==> src/rtl/core/pbin_ram.sv <==
// Generic single-write, single-read RAM with registered read data.
module pbin_ram #(
   parameter int WIDTH = 8,
   parameter int DEPTH = 16,
   localparam int AW = (DEPTH > 1) ? $clog2(DEPTH) : 1
) (
   input  logic             clock,
   input  logic             wr_en,
   input  logic [AW-1:0]    wr_addr,
   input  logic [WIDTH-1:0] wr_data,
   input  logic [AW-1:0]    rd_addr,
   output logic [WIDTH-1:0] rd_data
);

   logic [WIDTH-1:0] mem_ff [DEPTH];
   logic [WIDTH-1:0] rd_data_ff;

   // write port
   always_ff @(posedge clock) begin
      if (wr_en) begin
         mem_ff[wr_addr] <= wr_data;
      end
   end

   // registered read port
   always_ff @(posedge clock) begin
      rd_data_ff <= mem_ff[rd_addr];
   end

   assign rd_data = rd_data_ff;

endmodule

==> config.mk <==
export PLATFORM = sky130hd
export DESIGN_NAME = pbin_ram
export DESIGN_NICKNAME = d
export VERILOG_FILES = /design/src/rtl/core/pbin_ram.sv
export SDC_FILE = /design/constraint.sdc
export NUM_CORES = 1
export LEC_CHECK = 0
export BUFFER_PORTS_ARGS = -buffer_cell sky130_fd_sc_hd__buf_4
export CAP_MARGIN = 15
export CORE_UTILIZATION = 50
export DETAILED_ROUTE_END_ITERATION = 8
export GPL_TIMING_DRIVEN = 0
export PLACE_DENSITY = 0.63
export SLEW_MARGIN = 40
export SYNTH_ARGS = -nofsm -noshare
export SYNTH_HDL_FRONTEND = slang
export SYNTH_SLANG_ARGS = --single-unit
==> constraint.sdc <==
create_clock -name clock -period 1.8 [get_ports clock]
set_input_delay 0 -clock clock [delete_from_list [all_inputs] [get_ports clock]]
set_output_delay 0 -clock clock [all_outputs]
set_load 0.005 [all_outputs]
==> impl_results.md <==
- Clock root buffer master: clkbuf_8
- Chip width: 103 µm
- Yosys cell types: 19
- Final setup violation count: 0
- CP startpoint kind: primary input
- Period utilization: 87.4%
- Starting density of the core: 52.2%
- Minimum hold slack: 0.0451 ns
- Max-slew violations: 0
- # H-tree levels: 4
- Post-Syn Nets: 247
- Crit path max-delay family: buffers and inverters
- Die ar.: 10,700 µm²
- CP cell instances: dlygate4sd3_1, buf_6, buf_4, mux4_2, a22oi_1, nand2_1
- Final Hold Viols: 0
- Yosys warning count: 0
- Multi-input gate area: 1080 µm²
- Syn avg cell area: 22.5 µm²
- I/O pin total: 26
- #FFs+latches synth: 136
- Setup_tns: 0 ns
- CTS Sinks: 136
- Max Cap Viol: 0
- Slew @ Worst Pin: 0.841 ns
- Async set or reset register ratio after synthesis: 0%
- Clock period minus worst slack: 1.57 ns
- Post-Syn Area: 5150 µm²
- Layout cells sized above 1: 29.4%
- IO buf count: 24
- First-pass GRT wire length: 14,600 µm
- HP Class: primary input to register
- Initial antenna violation count: 0
- Most instantiated cells after synthesis: edfxtp_1, mux4_2, a22oi_1
- Worst vdd ir: 0.815 mV
- Worst slew margin: 43.7%
- Register area share after synthesis: 77.8%
- Reg clk slew, reported paths: 0.06 ns
- Status: complete, no violations
- Deepest clock path buffer count: 2
- CP max-delay cell: mux4_2
- GR Layer Usage met1: 29.5%
- Most used flip-flop cell after synthesis: edfxtp_1
- RSZ-0062 raised after global routing: no
- Post-CTS Resized: 0
- CP Launch Point: rd_addr[0]
- Vias: 2,405
- Core Area: 9860 µm²
- RePlAce Congestion: 0.714
- Area leader, netlist: edfxtp_1
- Hold_sp: rd_addr[3]
- WP data required: 2.18 ns
- Per-cell routed wire length: 22.6 µm
- CP bufs+invs: 3
- CTS Buf Count: 17
- DRC viols: 0
- Most common cell in the netlist: edfxtp_1
- Final global-route overflow total: 0
- Largest net degree at the start of global routing: 17
- Pre-Repair DR Iteration Count: 5
- Leak: 2.10 nW
- PD cells: 1190 nW/µm²
- Chip height: 103 µm
- Post-synth top area share: 74.7%
- Top post-synthesis cells by area: edfxtp_1, mux4_2, mux4_1, dfxtp_1, a22oi_1
- Overall Global Routing Usage: 20.6%
- Vias per cell: 5.61
- Worst Clk Skew: 0.00758 ns
- Vias in the first global route: 2,436
- Layer with the highest usage: met2
- Fmax: 0.635 GHz
- Register area: 4000 µm²
- GRT met3 Usage: 5.44%
- # fillers: 683
- Met2 Use GR: 29.8%
- Routed Antenna Nets: 0
- Clk_lat worst skew: 0.51 ns
- Crit path capture type: register
- # rows: 36
- Dpl hpwl: 5920 µm
- Slowest stage delay, CP: 0.57 ns
- Postcts setup bufs: 0
- Mapped Cells: 229
- Post-Route WL: 9720 µm
- TritonCTS clock tree: done
- CP max FO: 10
- Area Growth Syn to Fin: 21.1%
- WP data arrival: 1.96 ns
- NumNets Final: 302
- Kind of critical path: primary input to register
- Reg-to-reg critical path startpoint: mem_ff[15][0]$_DFFE_PP_
- Pre-CTS setup slack: 0.0591 ns
- Setup ws final: 0.226 ns
- Diode count: 0
- Initial DRC Count: 162
- Post-synth EDFFs: 128
per-stage QoR:
stage,util [%],cell area [µm²],cells,total power [mW]
after CTS,63.2,6230,429,7.44
after detailed placement,55.9,5510,386,3.98
final,63.2,6230,429,7.39
after global routing,63.2,6230,429,7.59
after floorplan,-,5150,229,3.80
after global placement,55.7,5490,386,3.97
state kept, by name, summed over array words and instances (netlist names):
signal	flops
mem_ff	128
rd_data	8
routing by layer:
layer / up-vias / wire [µm]
li1: 1086 / -
met1: 1229 / 4330
met2: 86 / 4670
met3: 4 / 626
met4: 0 / 89
met5: - / 0
layout make-up:
class                           count  area share (%)
Buffer                             10            1.38
Clock buffer                       17            6.64
Clock inverter                     14            2.93
Multi-Input combinational cell     83            17.3
Sequential cell                   136            64.2
Tap cell                          133            2.67
Timing Repair Buffer               36            4.82
timing repair:
action	CTS	global route
endpoints found under the hold margin	162	0
endpoints found under the setup margin	0	0
hold buffers	12	0
worst register-to-register path: stages (launching register included):
cell,delay [ns]
edfxtp_1,0.36
mux4_2,0.52
a22oi_1,0.35
nand2_1,0.09
kinds of logic after synthesis:
kind of cell           Yosys count  synth area share [%]
flip-flops                     136                  77.8
AND/OR/NAND/NOR                 35                  3.18
multiplexers                    32                  15.0
AO/OA/AOI/OAI                   16                  2.33
buffers and inverters           10                  1.68
report_power, final:
part	internal [mW]	switching, mW
clock network	2.22	1.24
logic	0.179	0.198
registers	3.54	0.0172
placed cells by master (no fill, tap or decap):
cell type,instances
clkdlybuf4s25_2,3
clkinv_2,3
buf_6,3
bufinv_16,4
buf_2,3
and2_1,1
or3b_2,1
nor2_2,1
clkinv_4,2
dlygate4sd3_1,12
mux4_1,14
and2b_1,1
clkinvlp_4,3
mux4_2,18
nand3_1,1
dfxtp_1,8
clkbuf_8,1
nor2_1,12
nand2_1,9
edfxtp_1,128
a22oi_1,16
clkbuf_16,16
nand3b_1,2
buf_4,25
nand2b_1,2
clkinv_1,2
nor2b_1,1
nor3_2,4
worst paths after layout:
check                                     endpoint  slack [ns]  cells after the start
worst min-delay path            rd_data[0]$_DFF_P_        0.05                      4
worst min register to register  rd_data[7]$_DFF_P_        0.69                      3
worst max register to register  rd_data[0]$_DFF_P_        0.37                      3
worst max-delay path            rd_data[0]$_DFF_P_        0.23                      6
(Power assumes the default switching activity.)
