===== src/rtl/core/pbin_pkg.sv =====
// Shared types, constants and the arctangent table of the polar max-height binner.
package pbin_pkg;

   // field widths
   localparam int COORD_W  = 20;
   localparam int HEIGHT_W = 21;
   localparam int RADIUS_W = 19;
   localparam int SQ_W     = 2 * COORD_W;
   localparam int PHASE_W  = 32;
   localparam int CSR_W    = 20;
   localparam int CSR_IDX_W = 2;

   // parameter defaults
   localparam int DEF_MAX_RINGS    = 32;
   localparam int DEF_MAX_SECTORS  = 64;
   localparam int DEF_CORDIC_STEPS = 16;
   localparam int ATAN_ENTRIES     = 24;

   // operations
   localparam logic [1:0] OP_ADD   = 2'd0;
   localparam logic [1:0] OP_READ  = 2'd1;
   localparam logic [1:0] OP_CLEAR = 2'd2;

   // register indexes
   localparam logic [CSR_IDX_W-1:0] CSR_RING_COUNT    = 2'd0;
   localparam logic [CSR_IDX_W-1:0] CSR_SECTOR_COUNT  = 2'd1;
   localparam logic [CSR_IDX_W-1:0] CSR_RADIUS_LIMIT  = 2'd2;
   localparam logic [CSR_IDX_W-1:0] CSR_SENSOR_HEIGHT = 2'd3;

   // register reset values
   localparam logic [5:0]          RST_RING_COUNT    = 6'd20;
   localparam logic [6:0]          RST_SECTOR_COUNT  = 7'd60;
   localparam logic [RADIUS_W-1:0] RST_RADIUS_LIMIT  = 19'd20480;
   localparam logic [COORD_W-1:0]  RST_SENSOR_HEIGHT = 20'd0;

   localparam logic [RADIUS_W-1:0] MIN_RADIUS = 19'd256;
   // -1000 m in 1/256 m
   localparam logic signed [HEIGHT_W-1:0] LOW_LIMIT = -21'sd256000;
   localparam logic [PHASE_W-1:0] HALF_TURN = 32'h8000_0000;

   typedef logic signed [COORD_W-1:0]  coord_type;
   typedef logic signed [HEIGHT_W-1:0] height_type;

   typedef struct packed {
      logic done;
      logic skip;
   } unit_status_type;

   // arctangent of 2^-i in units of 2^-32 turn
   function automatic logic [PHASE_W-1:0] atan_turns(input logic [4:0] i);
      logic [PHASE_W-1:0] a;
      unique case (i)
         5'd0:  a = 32'h2000_0000;
         5'd1:  a = 32'h12E4_051E;
         5'd2:  a = 32'h09FB_385B;
         5'd3:  a = 32'h0511_11D4;
         5'd4:  a = 32'h028B_0D43;
         5'd5:  a = 32'h0145_D7E1;
         5'd6:  a = 32'h00A2_F61E;
         5'd7:  a = 32'h0051_7C55;
         5'd8:  a = 32'h0028_BE53;
         5'd9:  a = 32'h0014_5F2F;
         5'd10: a = 32'h000A_2F98;
         5'd11: a = 32'h0005_17CC;
         5'd12: a = 32'h0002_8BE6;
         5'd13: a = 32'h0001_45F3;
         5'd14: a = 32'h0000_A2F9;
         5'd15: a = 32'h0000_517D;
         5'd16: a = 32'h0000_28BE;
         5'd17: a = 32'h0000_145F;
         5'd18: a = 32'h0000_0A30;
         5'd19: a = 32'h0000_0518;
         5'd20: a = 32'h0000_028C;
         5'd21: a = 32'h0000_0146;
         5'd22: a = 32'h0000_00A3;
         5'd23: a = 32'h0000_0051;
         default: a = '0;
      endcase
      return a;
   endfunction

endpackage


===== src/rtl/core/pbin_cordic.sv =====
// Iterative CORDIC azimuth, one vectoring step per cycle, then sector scaling.
module pbin_cordic #(
   parameter int MAX_SECTORS  = 64,
   parameter int CORDIC_STEPS = 16,
   localparam int SEC_W = $clog2(MAX_SECTORS + 1)
) (
   input  logic                 clock,
   input  logic                 reset,
   input  logic                 start,
   input  pbin_pkg::coord_type  point_x,
   input  pbin_pkg::coord_type  point_y,
   input  logic [SEC_W-1:0]     sectors_used,
   output logic                 done,
   output logic [SEC_W-1:0]     sector
);
   import pbin_pkg::*;

   localparam int STEPS  = (CORDIC_STEPS < ATAN_ENTRIES) ? CORDIC_STEPS : ATAN_ENTRIES;
   localparam int ITER_W = $clog2(STEPS);
   localparam int CW     = COORD_W + 20;
   localparam int PROD_W = PHASE_W + SEC_W + 1;

   localparam logic [1:0] CS_IDLE  = 2'd0;
   localparam logic [1:0] CS_ITER  = 2'd1;
   localparam logic [1:0] CS_SCALE = 2'd2;
   localparam logic [1:0] CS_DONE  = 2'd3;

   logic [1:0]              state_ff, state_in;
   logic signed [CW-1:0]    x_ff, x_in, y_ff, y_in;
   logic [PHASE_W-1:0]      phase_ff, phase_in;
   logic [ITER_W-1:0]       iter_ff, iter_in;
   logic [SEC_W-1:0]        sector_ff, sector_in;
   logic signed [CW-1:0]    xs, ys, dx, dy;
   logic [PROD_W-1:0]       prod;
   logic [PROD_W-PHASE_W-1:0] quot;

   assign xs   = CW'(point_x) <<< 16;
   assign ys   = CW'(point_y) <<< 16;
   assign dx   = y_ff >>> iter_ff;
   assign dy   = x_ff >>> iter_ff;
   assign prod = PROD_W'(phase_ff) * PROD_W'(sectors_used) + PROD_W'({PHASE_W{1'b1}});
   assign quot = prod[PROD_W-1:PHASE_W];

   // rotate toward the x axis and accumulate phase
   always_comb begin
      state_in  = state_ff;
      x_in      = x_ff;
      y_in      = y_ff;
      phase_in  = phase_ff;
      iter_in   = iter_ff;
      sector_in = sector_ff;
      if (start) begin
         iter_in = '0;
         if (point_y == '0) begin
            phase_in = point_x[COORD_W-1] ? HALF_TURN : '0;
            state_in = CS_SCALE;
         end else begin
            state_in = CS_ITER;
            if (point_x[COORD_W-1]) begin
               x_in     = -xs;
               y_in     = -ys;
               phase_in = HALF_TURN;
            end else begin
               x_in     = xs;
               y_in     = ys;
               phase_in = '0;
            end
         end
      end else begin
         unique case (state_ff)
            CS_ITER: begin
               if (y_ff > 0) begin
                  x_in     = x_ff + dx;
                  y_in     = y_ff - dy;
                  phase_in = phase_ff + atan_turns(5'(iter_ff));
               end else begin
                  x_in     = x_ff - dx;
                  y_in     = y_ff + dy;
                  phase_in = phase_ff - atan_turns(5'(iter_ff));
               end
               iter_in = iter_ff + 1'b1;
               if (iter_ff == ITER_W'(STEPS - 1)) begin
                  state_in = CS_SCALE;
               end
            end
            CS_SCALE: begin
               // clamp sector into one to sectors in use
               if (quot == '0) begin
                  sector_in = SEC_W'(1);
               end else if (quot > (PROD_W-PHASE_W)'(sectors_used)) begin
                  sector_in = sectors_used;
               end else begin
                  sector_in = SEC_W'(quot);
               end
               state_in = CS_DONE;
            end
            default: ;
         endcase
      end
   end

   always_ff @(posedge clock) begin
      if (reset) begin
         state_ff <= CS_IDLE;
      end else begin
         state_ff <= state_in;
      end
   end

   always_ff @(posedge clock) begin
      x_ff      <= x_in;
      y_ff      <= y_in;
      phase_ff  <= phase_in;
      iter_ff   <= iter_in;
      sector_ff <= sector_in;
   end

   assign done   = (state_ff == CS_DONE);
   assign sector = sector_ff;

endmodule


===== config.mk =====
export PLATFORM = sky130hd
export DESIGN_NAME = pbin_cordic
export DESIGN_NICKNAME = d
export VERILOG_FILES = /design/src/rtl/core/pbin_pkg.sv /design/src/rtl/core/pbin_cordic.sv
export SDC_FILE = /design/constraint.sdc
export NUM_CORES = 1
export LEC_CHECK = 0
export ABC_AREA = 1
export BUFFER_PORTS_ARGS = -buffer_cell sky130_fd_sc_hd__clkbuf_2
export CORE_ASPECT_RATIO = 1.75
export CORE_MARGIN = 5
export CORE_UTILIZATION = 30
export DETAILED_ROUTE_END_ITERATION = 12
export PLACE_DENSITY_LB_ADDON = 0.05
export SKIP_CTS_REPAIR_TIMING = 1
export SYNTH_ARGS = -nofsm -noshare
export SYNTH_HDL_FRONTEND = slang
export SYNTH_SLANG_ARGS = --single-unit

===== constraint.sdc =====
create_clock -name clock -period 7.7 [get_ports clock]
set_clock_uncertainty 0.15 [all_clocks]
set_input_delay 1.155 -clock clock [delete_from_list [all_inputs] [get_ports clock]]
set_output_delay 1.155 -clock clock [all_outputs]
set_load 0.005 [all_outputs]

==> impl_results.md <==
- Post-synth EDFFs: 119
- Dpl cells: 5648
- DRT Wirelength: 123000 um
- Clk_lat worst skew: 520 ps
- Via count: 29.1k
- Post-synth cell types: 60
- CTS root buf: clkbuf_16
- I/O Buffers: 57
- Synth Cell Area: 0.0281 mm^2
- Worst EP required: 7920 ps
- Die height: 415 um
- Synthesized net count: 4872
- Initial DRC Count: 1433
- Setup CP Type: in -> reg
- Final Net Count: 4885
- Initial Utilization: 30.2%
- CP top delay family: adder cells
- Layout cells sized above 1: 5.78%
- Avg Synthesized Cell Area: 6.32 um^2
- Clock slew at reported path FFs: 70 ps
- CP most frequent cell: inv_1
- Row cnt: 148
- Gr usage total: 24.5%
- FMAX: 139 MHz
- Initial antenna violation count: 0
- Seq/Total Area, Yosys: 15.3%
- Area leader, netlist: nand2_1
- Largest net degree at the start of global routing: 87
- Post-DR wirelength/cell: 21.7 um
- Multi-input logic area: 0.0205 mm^2
- Worst path slowest cell: fa_1
- Clk sink count: 155
- # DRC: 0
- GRT overflow: 0
- Relative slew margins: 15.2%
- Top_reg_cell synth: edfxtp_1
- Final Wtd Congestion: 0.950
- Worst stage delay on the critical path: 560 ps
- Die area: 0.100 mm^2
- Final period demand of the worst path: 7210 ps
- # fillers: 10.5k
- Yosys reg bits: 155
- IO Pins: 58
- Non-filler cells, final: 5681
- Worst Max-Slew Pin Slew: 1260 ps
- Worst path arrival time: 7440 ps
- Sequential cell area: 0.00430 mm^2
- CTS tree: built
- Num CTS Buffers: 17
- Final slew viol count: 0
- Vias/cell: 5.12
- TritonRoute pass-1 iters: 7
- Max FO, Critical Path: 15
- Period utilisation layout: 93.7%
- Outcome: finished clean
- Core area: 0.0931 mm^2
- Htree depth: 4
- Top cells by area, synth: nand2_1, edfxtp_1, fa_1, ha_1, inv_1
- RSZ-0062 raised after global routing: no
- Setup violators final: 0
- Hold crit path type: reg -> reg
- MaxCap Viol Count: 0
- Cell count after synthesis: 4454
- Die width: 241 um
- Share of the synthesized area in the top cell type: 15.2%
- Crit path buf inv count: 11
- First-pass GRT wire length: 184000 um
- Final ANT Viol Nets: 0
- CTS Buffer Depth: 2
- Area post-placement: 0.0299 mm^2
- Vias in the first global route: 30.5k
- Syn. warnings: 0
- Design Area, Final: 0.0305 mm^2
- Final hold violation count: 0
- Async S/R FF share, synth: 0%
- DP Wirelength: 105000 um
- CP endpoint kind: register
- Area Overhead vs Synth: 8.46%
- CP Launch Type: input port
==> worst register-to-register path, delay by kind of cell, from the launching register on <==
kind	cells	cell delay (ps)
adders and majority gates	6	2720
buffers and inverters	9	770
and+or+nand+nor	10	1740
xor gates and xnor gates	1	210
AOI/OAI and AO/OA	4	620
DFF	1	580
==> per-stage QoR <==
stage	hold slack, ps	worst slack (ps)	TNS [ps]	util, %
6_report	420	487	0	32.8
5_1_grt	479	25.1	0	32.8
4_1_cts	429	510	0	32.7
3_5_place_dp	413	-29.5	-54.3	32.1
3_3_place_gp	430	-51.4	-81.2	32.1
2_1_floorplan	389	852	0	-
==> area by class of cell <==
cell class | instances | share of cell area [%]
Multi-Input combinational cell | 3453 | 67.2
Sequential cell | 155 | 14.1
Inverter | 709 | 8.74
Tap cell | 1200 | 4.92
Timing Repair Buffer | 131 | 3.17
Clock buffer | 22 | 1.59
Clock inverter | 10 | 0.258
Antenna cell | 1 | 0.00820
==> logic make-up after synthesis <==
group / after synthesis / share of synthesized area, %
adder cells (fa/ha/maj): 368 / 20.6
XOR/XNOR: 114 / 3.55
buffers and inverters: 846 / 11.9
AND/OR/NAND/NOR: 2233 / 33.9
flip-flops: 155 / 15.3
AO/OA/AOI/OAI: 734 / 14.6
multiplexers: 4 / 0.142
==> layer usage <==
metal / track usage (%) / vias to the layer above / share of wire (%)
met5: 0 / - / 0
met4: 17.8 / 0 / 9.1
met3: 2.01 / 296 / 1.9
met2: 49.3 / 604 / 57
met1: 21.7 / 13700 / 32
li1: - / 14500 / -
==> synthesized netlist by cell type, drive strengths merged, types with 2 or more instances <==
cell type / number
nand2: 1167
inv: 708
nand3: 482
nor2: 433
a21oi: 291
o21ai: 272
ha: 211
fa: 157
edfxtp: 119
xor2: 76
buf: 75
clkbuf: 62
nor3: 58
xnor2: 38
a31oi: 37
dfxtp: 36
nand4: 36
o21a: 28
a21o: 27
nor4: 16
o211ai: 13
o21bai: 13
or2: 13
nand3b: 11
o22ai: 11
and2: 9
a21boi: 8
a221oi: 8
o31ai: 8
and3: 6
a31o: 4
mux2i: 4
o221ai: 4
a211oi: 2
o41ai: 2
==> path summary, 6_finish.rpt <==
check / start / to / slack [ps] / cells after the start
worst max-delay path: sectors_used[3] / sector[3] / 490 / 32
worst min-delay path: state_ff[1] / state_ff[1] / 420 / 4
worst max register to register: phase_ff[23] / sector[3] / 810 / 30
worst min register to register: state_ff[1] / state_ff[1] / 420 / 4
==> cell usage in the layout, fill, tap and decap left out, types with 6 or more instances in the layout <==
cell type	Yosys	routed
nand4_1	36	36
inv_1	699	699
nor2_1	417	417
inv_2	7	6
clkbuf_2	0	56
buf_4	8	65
nor3_1	55	55
buf_12	0	10
and2_1	8	8
o31ai_1	8	8
or2_2	10	10
nand2_1	1142	1141
o21ai_2	11	11
a21oi_1	291	291
nand3_2	13	13
and3_1	6	6
edfxtp_1	119	119
nor2_4	8	8
a21o_1	27	27
fa_1	157	157
o21bai_1	13	13
nor2_2	8	8
o21ai_0	242	242
ha_1	211	211
nor4_1	16	15
a221oi_1	8	8
o211ai_1	13	13
dfxtp_1	36	32
nand2_2	22	22
o21a_1	28	28
o22ai_1	11	11
a21boi_0	8	8
nand3b_1	11	11
clkbuf_16	0	18
a31oi_1	37	37
o21ai_1	19	18
xor2_1	76	76
xnor2_1	38	38
nand3_1	469	469
Power is not shown: default switching activity piles up to over one toggle a cycle in this logic, so the estimate is an artifact.
