**src/rtl/core/pbin_pkg.sv**
```systemverilog
// Shared types, constants and the arctangent table of the polar max-height binner.
package pbin_pkg;

   // field widths
   localparam int COORD_W  = 20;
   localparam int HEIGHT_W = 21;
   localparam int RADIUS_W = 19;
   localparam int SQ_W     = 2 * COORD_W;
   localparam int PHASE_W  = 32;
   localparam int CSR_W    = 20;
   localparam int CSR_IDX_W = 2;

   // parameter defaults
   localparam int DEF_MAX_RINGS    = 32;
   localparam int DEF_MAX_SECTORS  = 64;
   localparam int DEF_CORDIC_STEPS = 16;
   localparam int ATAN_ENTRIES     = 24;

   // operations
   localparam logic [1:0] OP_ADD   = 2'd0;
   localparam logic [1:0] OP_READ  = 2'd1;
   localparam logic [1:0] OP_CLEAR = 2'd2;

   // register indexes
   localparam logic [CSR_IDX_W-1:0] CSR_RING_COUNT    = 2'd0;
   localparam logic [CSR_IDX_W-1:0] CSR_SECTOR_COUNT  = 2'd1;
   localparam logic [CSR_IDX_W-1:0] CSR_RADIUS_LIMIT  = 2'd2;
   localparam logic [CSR_IDX_W-1:0] CSR_SENSOR_HEIGHT = 2'd3;

   // register reset values
   localparam logic [5:0]          RST_RING_COUNT    = 6'd20;
   localparam logic [6:0]          RST_SECTOR_COUNT  = 7'd60;
   localparam logic [RADIUS_W-1:0] RST_RADIUS_LIMIT  = 19'd20480;
   localparam logic [COORD_W-1:0]  RST_SENSOR_HEIGHT = 20'd0;

   localparam logic [RADIUS_W-1:0] MIN_RADIUS = 19'd256;
   // -1000 m in 1/256 m
   localparam logic signed [HEIGHT_W-1:0] LOW_LIMIT = -21'sd256000;
   localparam logic [PHASE_W-1:0] HALF_TURN = 32'h8000_0000;

   typedef logic signed [COORD_W-1:0]  coord_type;
   typedef logic signed [HEIGHT_W-1:0] height_type;

   typedef struct packed {
      logic done;
      logic skip;
   } unit_status_type;

   // arctangent of 2^-i in units of 2^-32 turn
   function automatic logic [PHASE_W-1:0] atan_turns(input logic [4:0] i);
      logic [PHASE_W-1:0] a;
      unique case (i)
         5'd0:  a = 32'h2000_0000;
         5'd1:  a = 32'h12E4_051E;
         5'd2:  a = 32'h09FB_385B;
         5'd3:  a = 32'h0511_11D4;
         5'd4:  a = 32'h028B_0D43;
         5'd5:  a = 32'h0145_D7E1;
         5'd6:  a = 32'h00A2_F61E;
         5'd7:  a = 32'h0051_7C55;
         5'd8:  a = 32'h0028_BE53;
         5'd9:  a = 32'h0014_5F2F;
         5'd10: a = 32'h000A_2F98;
         5'd11: a = 32'h0005_17CC;
         5'd12: a = 32'h0002_8BE6;
         5'd13: a = 32'h0001_45F3;
         5'd14: a = 32'h0000_A2F9;
         5'd15: a = 32'h0000_517D;
         5'd16: a = 32'h0000_28BE;
         5'd17: a = 32'h0000_145F;
         5'd18: a = 32'h0000_0A30;
         5'd19: a = 32'h0000_0518;
         5'd20: a = 32'h0000_028C;
         5'd21: a = 32'h0000_0146;
         5'd22: a = 32'h0000_00A3;
         5'd23: a = 32'h0000_0051;
         default: a = '0;
      endcase
      return a;
   endfunction

endpackage

```
**src/rtl/core/pbin_ring.sv**
```systemverilog
// Range check and exact ring search on squared values.
module pbin_ring #(
   parameter int MAX_RINGS = 32,
   localparam int RING_W = $clog2(MAX_RINGS + 1)
) (
   input  logic                             clock,
   input  logic                             reset,
   input  logic                             start,
   input  pbin_pkg::coord_type              point_x,
   input  pbin_pkg::coord_type              point_y,
   input  logic [pbin_pkg::RADIUS_W-1:0]    radius_limit,
   input  logic [RING_W-1:0]                rings_used,
   output pbin_pkg::unit_status_type        status,
   output logic [RING_W-1:0]                ring
);
   import pbin_pkg::*;

   localparam int R2_W  = 2 * RING_W;
   localparam int M2_W  = 2 * RADIUS_W;
   localparam int HALF  = SQ_W / 2;
   localparam int LHS_W = SQ_W + R2_W;

   localparam logic [3:0] RS_IDLE = 4'd0;
   localparam logic [3:0] RS_SQX  = 4'd1;
   localparam logic [3:0] RS_SQY  = 4'd2;
   localparam logic [3:0] RS_SQM  = 4'd3;
   localparam logic [3:0] RS_CHK  = 4'd4;
   localparam logic [3:0] RS_LO   = 4'd5;
   localparam logic [3:0] RS_HI   = 4'd6;
   localparam logic [3:0] RS_SRCH = 4'd7;
   localparam logic [3:0] RS_DONE = 4'd8;

   logic [3:0]            state_ff, state_in;
   logic                  skip_ff, skip_in;
   coord_type             x_ff, x_in, y_ff, y_in;
   logic [SQ_W-1:0]       xx_ff, xx_in, yy_ff, yy_in, r2_ff, r2_in;
   logic [M2_W-1:0]       m2_ff, m2_in;
   logic [R2_W-1:0]       rr2_ff, rr2_in;
   logic [LHS_W-1:0]      lo_ff, lo_in, lhs_ff, lhs_in, acc_ff, acc_in, step_ff, step_in;
   logic [RING_W-1:0]     k_ff, k_in;
   logic [RADIUS_W-1:0]   m_eff;
   logic [SQ_W-1:0]       r2_sum;
   logic [LHS_W-1:0]      m2_ext;

   assign m_eff  = (radius_limit < MIN_RADIUS) ? MIN_RADIUS : radius_limit;
   assign r2_sum = xx_ff + yy_ff;
   assign m2_ext = LHS_W'(m2_ff);

   // sequence squares, range check, product and search
   always_comb begin
      state_in = state_ff;
      skip_in  = skip_ff;
      x_in     = x_ff;
      y_in     = y_ff;
      xx_in    = xx_ff;
      yy_in    = yy_ff;
      r2_in    = r2_ff;
      m2_in    = m2_ff;
      rr2_in   = rr2_ff;
      lo_in    = lo_ff;
      lhs_in   = lhs_ff;
      acc_in   = acc_ff;
      step_in  = step_ff;
      k_in     = k_ff;
      if (start) begin
         x_in     = point_x;
         y_in     = point_y;
         skip_in  = 1'b0;
         state_in = RS_SQX;
      end else begin
         unique case (state_ff)
            RS_SQX: begin
               xx_in    = SQ_W'(x_ff * x_ff);
               state_in = RS_SQY;
            end
            RS_SQY: begin
               yy_in    = SQ_W'(y_ff * y_ff);
               state_in = RS_SQM;
            end
            RS_SQM: begin
               m2_in    = M2_W'(m_eff * m_eff);
               rr2_in   = R2_W'(rings_used * rings_used);
               state_in = RS_CHK;
            end
            RS_CHK: begin
               r2_in   = r2_sum;
               acc_in  = m2_ext;
               step_in = m2_ext + (m2_ext << 1);
               k_in    = RING_W'(1);
               if ((r2_sum == '0) || (r2_sum > SQ_W'(m2_ff))) begin
                  skip_in  = 1'b1;
                  state_in = RS_DONE;
               end else begin
                  state_in = RS_LO;
               end
            end
            RS_LO: begin
               lo_in    = LHS_W'(r2_ff[HALF-1:0] * rr2_ff);
               state_in = RS_HI;
            end
            RS_HI: begin
               lhs_in   = (LHS_W'(r2_ff[SQ_W-1:HALF] * rr2_ff) << HALF) + lo_ff;
               state_in = RS_SRCH;
            end
            RS_SRCH: begin
               // advance k while k^2 * m^2 stays below r^2 * R^2
               if ((lhs_ff <= acc_ff) || (k_ff == rings_used)) begin
                  state_in = RS_DONE;
               end else begin
                  k_in    = k_ff + 1'b1;
                  acc_in  = acc_ff + step_ff;
                  step_in = step_ff + (m2_ext << 1);
               end
            end
            default: ;
         endcase
      end
   end

   always_ff @(posedge clock) begin
      if (reset) begin
         state_ff <= RS_IDLE;
         skip_ff  <= 1'b0;
      end else begin
         state_ff <= state_in;
         skip_ff  <= skip_in;
      end
   end

   always_ff @(posedge clock) begin
      x_ff    <= x_in;
      y_ff    <= y_in;
      xx_ff   <= xx_in;
      yy_ff   <= yy_in;
      r2_ff   <= r2_in;
      m2_ff   <= m2_in;
      rr2_ff  <= rr2_in;
      lo_ff   <= lo_in;
      lhs_ff  <= lhs_in;
      acc_ff  <= acc_in;
      step_ff <= step_in;
      k_ff    <= k_in;
   end

   assign status.done = (state_ff == RS_DONE);
   assign status.skip = skip_ff;
   assign ring        = k_ff;

endmodule

```
**config.mk**
```make
export PLATFORM = sky130hd
export DESIGN_NAME = pbin_ring
export DESIGN_NICKNAME = d
export VERILOG_FILES = /design/src/rtl/core/pbin_pkg.sv /design/src/rtl/core/pbin_ring.sv
export SDC_FILE = /design/constraint.sdc
export NUM_CORES = 2
export LEC_CHECK = 0
export BUFFER_PORTS_ARGS = -buffer_cell sky130_fd_sc_hd__buf_2
export CAP_MARGIN = 30
export CORE_MARGIN = 2
export CORE_UTILIZATION = 65
export DETAILED_ROUTE_END_ITERATION = 12
export PLACE_DENSITY = 0.82
export SLEW_MARGIN = 25
export SYNTH_ARGS = -nofsm -noshare
export SYNTH_HDL_FRONTEND = slang
export SYNTH_SLANG_ARGS = --single-unit
```
**constraint.sdc**
```tcl
create_clock -name clock -period 15.81 [get_ports clock]
set_clock_uncertainty 0.1 [all_clocks]
set_input_delay 1.581 -clock clock [delete_from_list [all_inputs] [get_ports clock]]
set_output_delay 1.581 -clock clock [all_outputs]
set_load 0.05 [all_outputs]
```
==> flow_summary.html <==
<table>
<tr><th>Metric</th><th>Value</th></tr>
<tr><th colspan="2">Logic synthesis</th></tr>
<tr><td>XOR/XNOR share of the synthesized area</td><td>between 4 and 5%</td></tr>
<tr><td>Most frequent cell after synthesis</td><td>sky130_fd_sc_hd__inv_1</td></tr>
<tr><td>Cell area after technology mapping</td><td>76,340 um^2</td></tr>
<tr><td>Number of synthesized flops with an enable pin</td><td>400</td></tr>
<tr><td>Largest area contributor in the netlist</td><td>sky130_fd_sc_hd__fa_1</td></tr>
<tr><td>Number of cells produced by synthesis</td><td>slightly below 8,000</td></tr>
<tr><td>Average footprint of a synthesized cell</td><td>9.607 um^2</td></tr>
<tr><td>Number of flip-flops and latches in the synthesized netlist</td><td>405</td></tr>
<tr><td>Main combinational cell family by area after synthesis</td><td>adder cells</td></tr>
<tr><td>Most used DFF post-synth</td><td>sky130_fd_sc_hd__edfxtp_1</td></tr>
<tr><td>Distinct cell type count of the synthesized netlist</td><td>91</td></tr>
<tr><td>Portion of netlist area occupied by mux cells</td><td>0.1409%</td></tr>
<tr><td>Top cell type's share of synthesized area</td><td>35.53%</td></tr>
<tr><td>Post-synthesis simple-gate area fraction</td><td>12.58%</td></tr>
<tr><td>Synthesized-area fraction occupied by ao, oa, aoi and oai cells</td><td>a little under a tenth</td></tr>
<tr><td>Most used standard cells in the synthesized netlist</td><td>1,693 x sky130_fd_sc_hd__inv_1, 1,355 x sky130_fd_sc_hd__fa_1, 782 x sky130_fd_sc_hd__ha_1</td></tr>
<tr><td>Seq/Total Area, Yosys</td><td>15.86%</td></tr>
<tr><td>Top post-synthesis cells by area</td><td>sky130_fd_sc_hd__fa_1 36%, sky130_fd_sc_hd__edfxtp_1 16%, sky130_fd_sc_hd__ha_1 13%</td></tr>
<tr><td>Share of synthesized flip-flops with an asynchronous set or reset</td><td>0%</td></tr>
<tr><td>Fraction of the mapped netlist area in adder cells</td><td>48.35%</td></tr>
<tr><td>Synth warnings</td><td>0</td></tr>
<tr><th colspan="2">Floorplanning</th></tr>
<tr><td>Core Region</td><td>roughly 120,000 um^2</td></tr>
<tr><td>Die Wd</td><td>around 350 um</td></tr>
<tr><td>Die Area</td><td>approximately 120,000 um^2</td></tr>
<tr><td>Initial core utilization</td><td>approximately two thirds</td></tr>
<tr><td>Number of core rows</td><td>approximately 130</td></tr>
<tr><td>Top-Level Pins</td><td>between 70 and 80</td></tr>
<tr><td>Die Height</td><td>between 300 and 400 um</td></tr>
<tr><th colspan="2">Detailed routing</th></tr>
<tr><td>Antenna viol nets, final</td><td>0</td></tr>
<tr><td>Routed via count</td><td>roughly 55,000</td></tr>
<tr><td>Initial drt markers</td><td>approximately 4,200</td></tr>
<tr><td>Detail-routed via count per cell</td><td>roughly 5.9</td></tr>
<tr><td>1st-pass router iterations</td><td>6</td></tr>
<tr><td>Routed wire length</td><td>around 190,000 um</td></tr>
<tr><td>Remaining design rule violation count</td><td>0</td></tr>
<tr><td>Average routed wire per standard cell</td><td>19.64 um</td></tr>
<tr><th colspan="2">Clock tree</th></tr>
<tr><td>Worst-skew pair later-pin latency</td><td>~0.66 ns</td></tr>
<tr><td>Number of buffers inserted during clock tree synthesis</td><td>around 50</td></tr>
<tr><td>Post-CTS Resized</td><td>0</td></tr>
<tr><td>Count of buffers added by post-CTS timing repair for setup</td><td>0</td></tr>
<tr><td>Number of sinks handled by clock tree synthesis</td><td>between 400 and 500</td></tr>
<tr><td>Longest Clk Path Bufs</td><td>3</td></tr>
<tr><td>Hold buffer count at cts</td><td>0</td></tr>
<tr><td>Clk slew on worst S/H paths</td><td>around 0.06 ns</td></tr>
<tr><td>Clock tree from TritonCTS</td><td>built</td></tr>
<tr><td>H-tree Lvls</td><td>2</td></tr>
<tr><td>Buffer type at the clock tree root</td><td>sky130_fd_sc_hd__clkbuf_16</td></tr>
<tr><th colspan="2">GRT</th></tr>
<tr><td>Combined global-route utilization of all metal layers</td><td>between 30% and 40%</td></tr>
<tr><td>Global-route wire length before repair</td><td>305,700 um</td></tr>
<tr><td>Grt total ovfl</td><td>0</td></tr>
<tr><td>Number of antenna violations at the first check in global routing</td><td>3</td></tr>
<tr><td>Pin count of the biggest net entering global routing</td><td>81</td></tr>
<tr><td>Number of global-route vias before repair</td><td>between 60,000 and 70,000</td></tr>
<tr><th colspan="2">STA</th></tr>
<tr><td>Min Tclk post-route</td><td>around 8.8 ns</td></tr>
<tr><td>Number of hold-slack violations in the final timing report</td><td>0</td></tr>
<tr><td>Number of failing setup endpoints in the final timing report</td><td>0</td></tr>
<tr><td>Period utilization</td><td>a little under three fifths</td></tr>
<tr><td>Slew headroom</td><td>between 20% and 30%</td></tr>
<tr><td>Fmax</td><td>113.1 MHz</td></tr>
<tr><td>Pins Over Slew Limit</td><td>0</td></tr>
<tr><td>Total Neg Setup Slack</td><td>0 ns</td></tr>
<tr><td>RSZ-0062 raised after global routing</td><td>no</td></tr>
<tr><td>Actual transition at the worst max-transition pin</td><td>between 1 and 1.5 ns</td></tr>
<tr><th colspan="2">Place</th></tr>
<tr><td>HPWL Detailed</td><td>about 150,000 um</td></tr>
<tr><td>Standard cell area after detailed placement</td><td>roughly 78,000 um^2</td></tr>
<tr><td>GPL Wtd Cong</td><td>0.9520</td></tr>
<tr><td>Total instance count after detailed placement</td><td>between 9,000 and 10,000</td></tr>
<tr><td>Port Buf Inserts</td><td>between 70 and 80</td></tr>
<tr><th colspan="2">Critical path</th></tr>
<tr><td>Top Family by Delay on Critical Path</td><td>adder cells</td></tr>
<tr><td>End point of the critical path</td><td>xx_ff[39]</td></tr>
<tr><td>CP dominant cell by count</td><td>sky130_fd_sc_hd__fa_1</td></tr>
<tr><td>Buffers &amp; Inverters on Critical Path</td><td>5</td></tr>
<tr><td>Required time at the endpoint of the critical path</td><td>around 16 ns</td></tr>
<tr><td>Worst r2r src</td><td>x_ff[2]</td></tr>
<tr><td>Capturing point of the worst reg2reg path</td><td>xx_ff[39]</td></tr>
<tr><td>Critical path's largest stage delay</td><td>slightly above 0.8 ns</td></tr>
<tr><td>Critical Path AT</td><td>roughly 9.1 ns</td></tr>
<tr><td>Number of cells on the critical path</td><td>26</td></tr>
<tr><td>Worst Reg-to-Reg Cells</td><td>26</td></tr>
<tr><td>Maximum fanout along the worst path</td><td>16</td></tr>
<tr><td>Flop2flop setup slack</td><td>approximately 7 ns</td></tr>
<tr><td>Critical path's slowest cell</td><td>sky130_fd_sc_hd__edfxtp_1</td></tr>
<tr><td>Critical Path Start</td><td>x_ff[2]</td></tr>
<tr><td>Worst Setup Path Type</td><td>reg2reg</td></tr>
<tr><td>CP Launch Type</td><td>flop</td></tr>
<tr><td>Endpoint type of the worst setup path</td><td>flop</td></tr>
<tr><th colspan="2">Layout</th></tr>
<tr><td>Share of layout cells above drive strength 1</td><td>3.523%</td></tr>
<tr><td>Finished Layout Cells</td><td>around 9,400</td></tr>
<tr><td>Post-layout util</td><td>68.65%</td></tr>
<tr><td>Number of nets at the end of the flow</td><td>10,090</td></tr>
<tr><td>Synthesis-to-layout area growth</td><td>4.630%</td></tr>
<tr><td>Final std cell area, no fill</td><td>roughly 80,000 um^2</td></tr>
<tr><td># diodes</td><td>0</td></tr>
<tr><th colspan="2">Hold path</th></tr>
<tr><td>Min-Delay Path Class</td><td>reg2reg</td></tr>
<tr><th colspan="2">Run</th></tr>
<tr><td>Max cap viols</td><td>0</td></tr>
<tr><th colspan="2">Status</th></tr>
<tr><td>Outcome</td><td>completed</td></tr>
</table>
-- layer usage --
layer	vias up	track usage (%)	share of wire (%)
met2	2076	55.59	50
met3	527	4.254	7.1
met5	-	0	0.011
met1	27640	39.88	39
li1	25010	-	-
met4	4	13.42	4.7
-- cells by family (layout without fill, tap and decap cells) --
family                     after synthesis  count (layout)
adders and majority gates             2137            2137
xor gates and xnor gates               369             369
muxes                                   10              10
AOI/OAI and AO/OA                     1103            1103
other                                    1               4
buffers and inverters                 1947            1917
DFF                                    405             405
and+or+nand+nor                       1975            1975
-- cell type report --
type | instances | area, um^2
Inverter | 1699 | 6377
Clock inverter | 32 | 369.1
Sequential cell | 405 | 12110
Fill cell | 8710 | 36480
Tap cell | 1524 | 1907
Clock buffer | 59 | 1338
Timing Repair Buffer | 127 | 773.2
Multi-Input combinational cell | 5598 | 57000
-- how the worst min path moves through the flow --
stage | from | endpoint | slack, ns | cells past startpoint
after floorplan | lo_ff[0] | lhs_ff[0] | 0.30 | 0
after global placement | lo_ff[12] | lhs_ff[12] | 0.30 | 0
after detailed placement | lo_ff[8] | lhs_ff[8] | 0.31 | 0
after CTS | lo_ff[1] | lhs_ff[1] | 0.32 | 0
after global routing | lo_ff[7] | lhs_ff[7] | 0.34 | 0
final | lo_ff[1] | lhs_ff[1] | 0.32 | 0
-- flip-flops by register name (all words and copies together) (netlist names) --
| register | flops |
|---|---|
| acc_ff | 52 |
| lhs_ff | 52 |
| step_ff | 52 |
| r2_ff | 40 |
| xx_ff | 39 |
| yy_ff | 39 |
| m2_ff | 37 |
| lo_ff | 32 |
| x_ff | 20 |
| y_ff | 20 |
| rr2_ff | 11 |
| ring | 6 |
| state_ff | 4 |
| skip_ff | 1 |
-- cells in the final DEF (no fill, tap or decap), types with 42 or more instances in the layout --
master	netlist	routed
sky130_fd_sc_hd__a21o_1	179	179
sky130_fd_sc_hd__a21oi_1	319	319
sky130_fd_sc_hd__and2_1	441	441
sky130_fd_sc_hd__buf_2	3	75
sky130_fd_sc_hd__buf_4	1	51
sky130_fd_sc_hd__clkbuf_16	0	52
sky130_fd_sc_hd__edfxtp_1	400	400
sky130_fd_sc_hd__fa_1	1355	1355
sky130_fd_sc_hd__ha_1	782	781
sky130_fd_sc_hd__inv_1	1693	1693
sky130_fd_sc_hd__nand2_1	756	756
sky130_fd_sc_hd__nand2b_1	69	69
sky130_fd_sc_hd__nand3_1	90	89
sky130_fd_sc_hd__nand4_1	54	54
sky130_fd_sc_hd__nor2_1	301	299
sky130_fd_sc_hd__nor2b_1	61	61
sky130_fd_sc_hd__nor3_1	65	62
sky130_fd_sc_hd__o21a_1	42	42
sky130_fd_sc_hd__o21ai_0	244	244
sky130_fd_sc_hd__o21bai_1	60	60
sky130_fd_sc_hd__xnor2_1	230	230
sky130_fd_sc_hd__xor2_1	138	138
-- stage by stage --
step / hold WS, ns / setup WS, ns
final: 0.3217 / 6.968
after global placement: 0.3018 / 6.631
after global routing: 0.3357 / 6.588
after CTS: 0.3201 / 7.021
after floorplan: 0.3003 / 1.123
after detailed placement: 0.3063 / 6.572
Power is left out: the tool's default activity adds up to more than one toggle a clock period on the data nets, which glitch-free logic cannot reach.
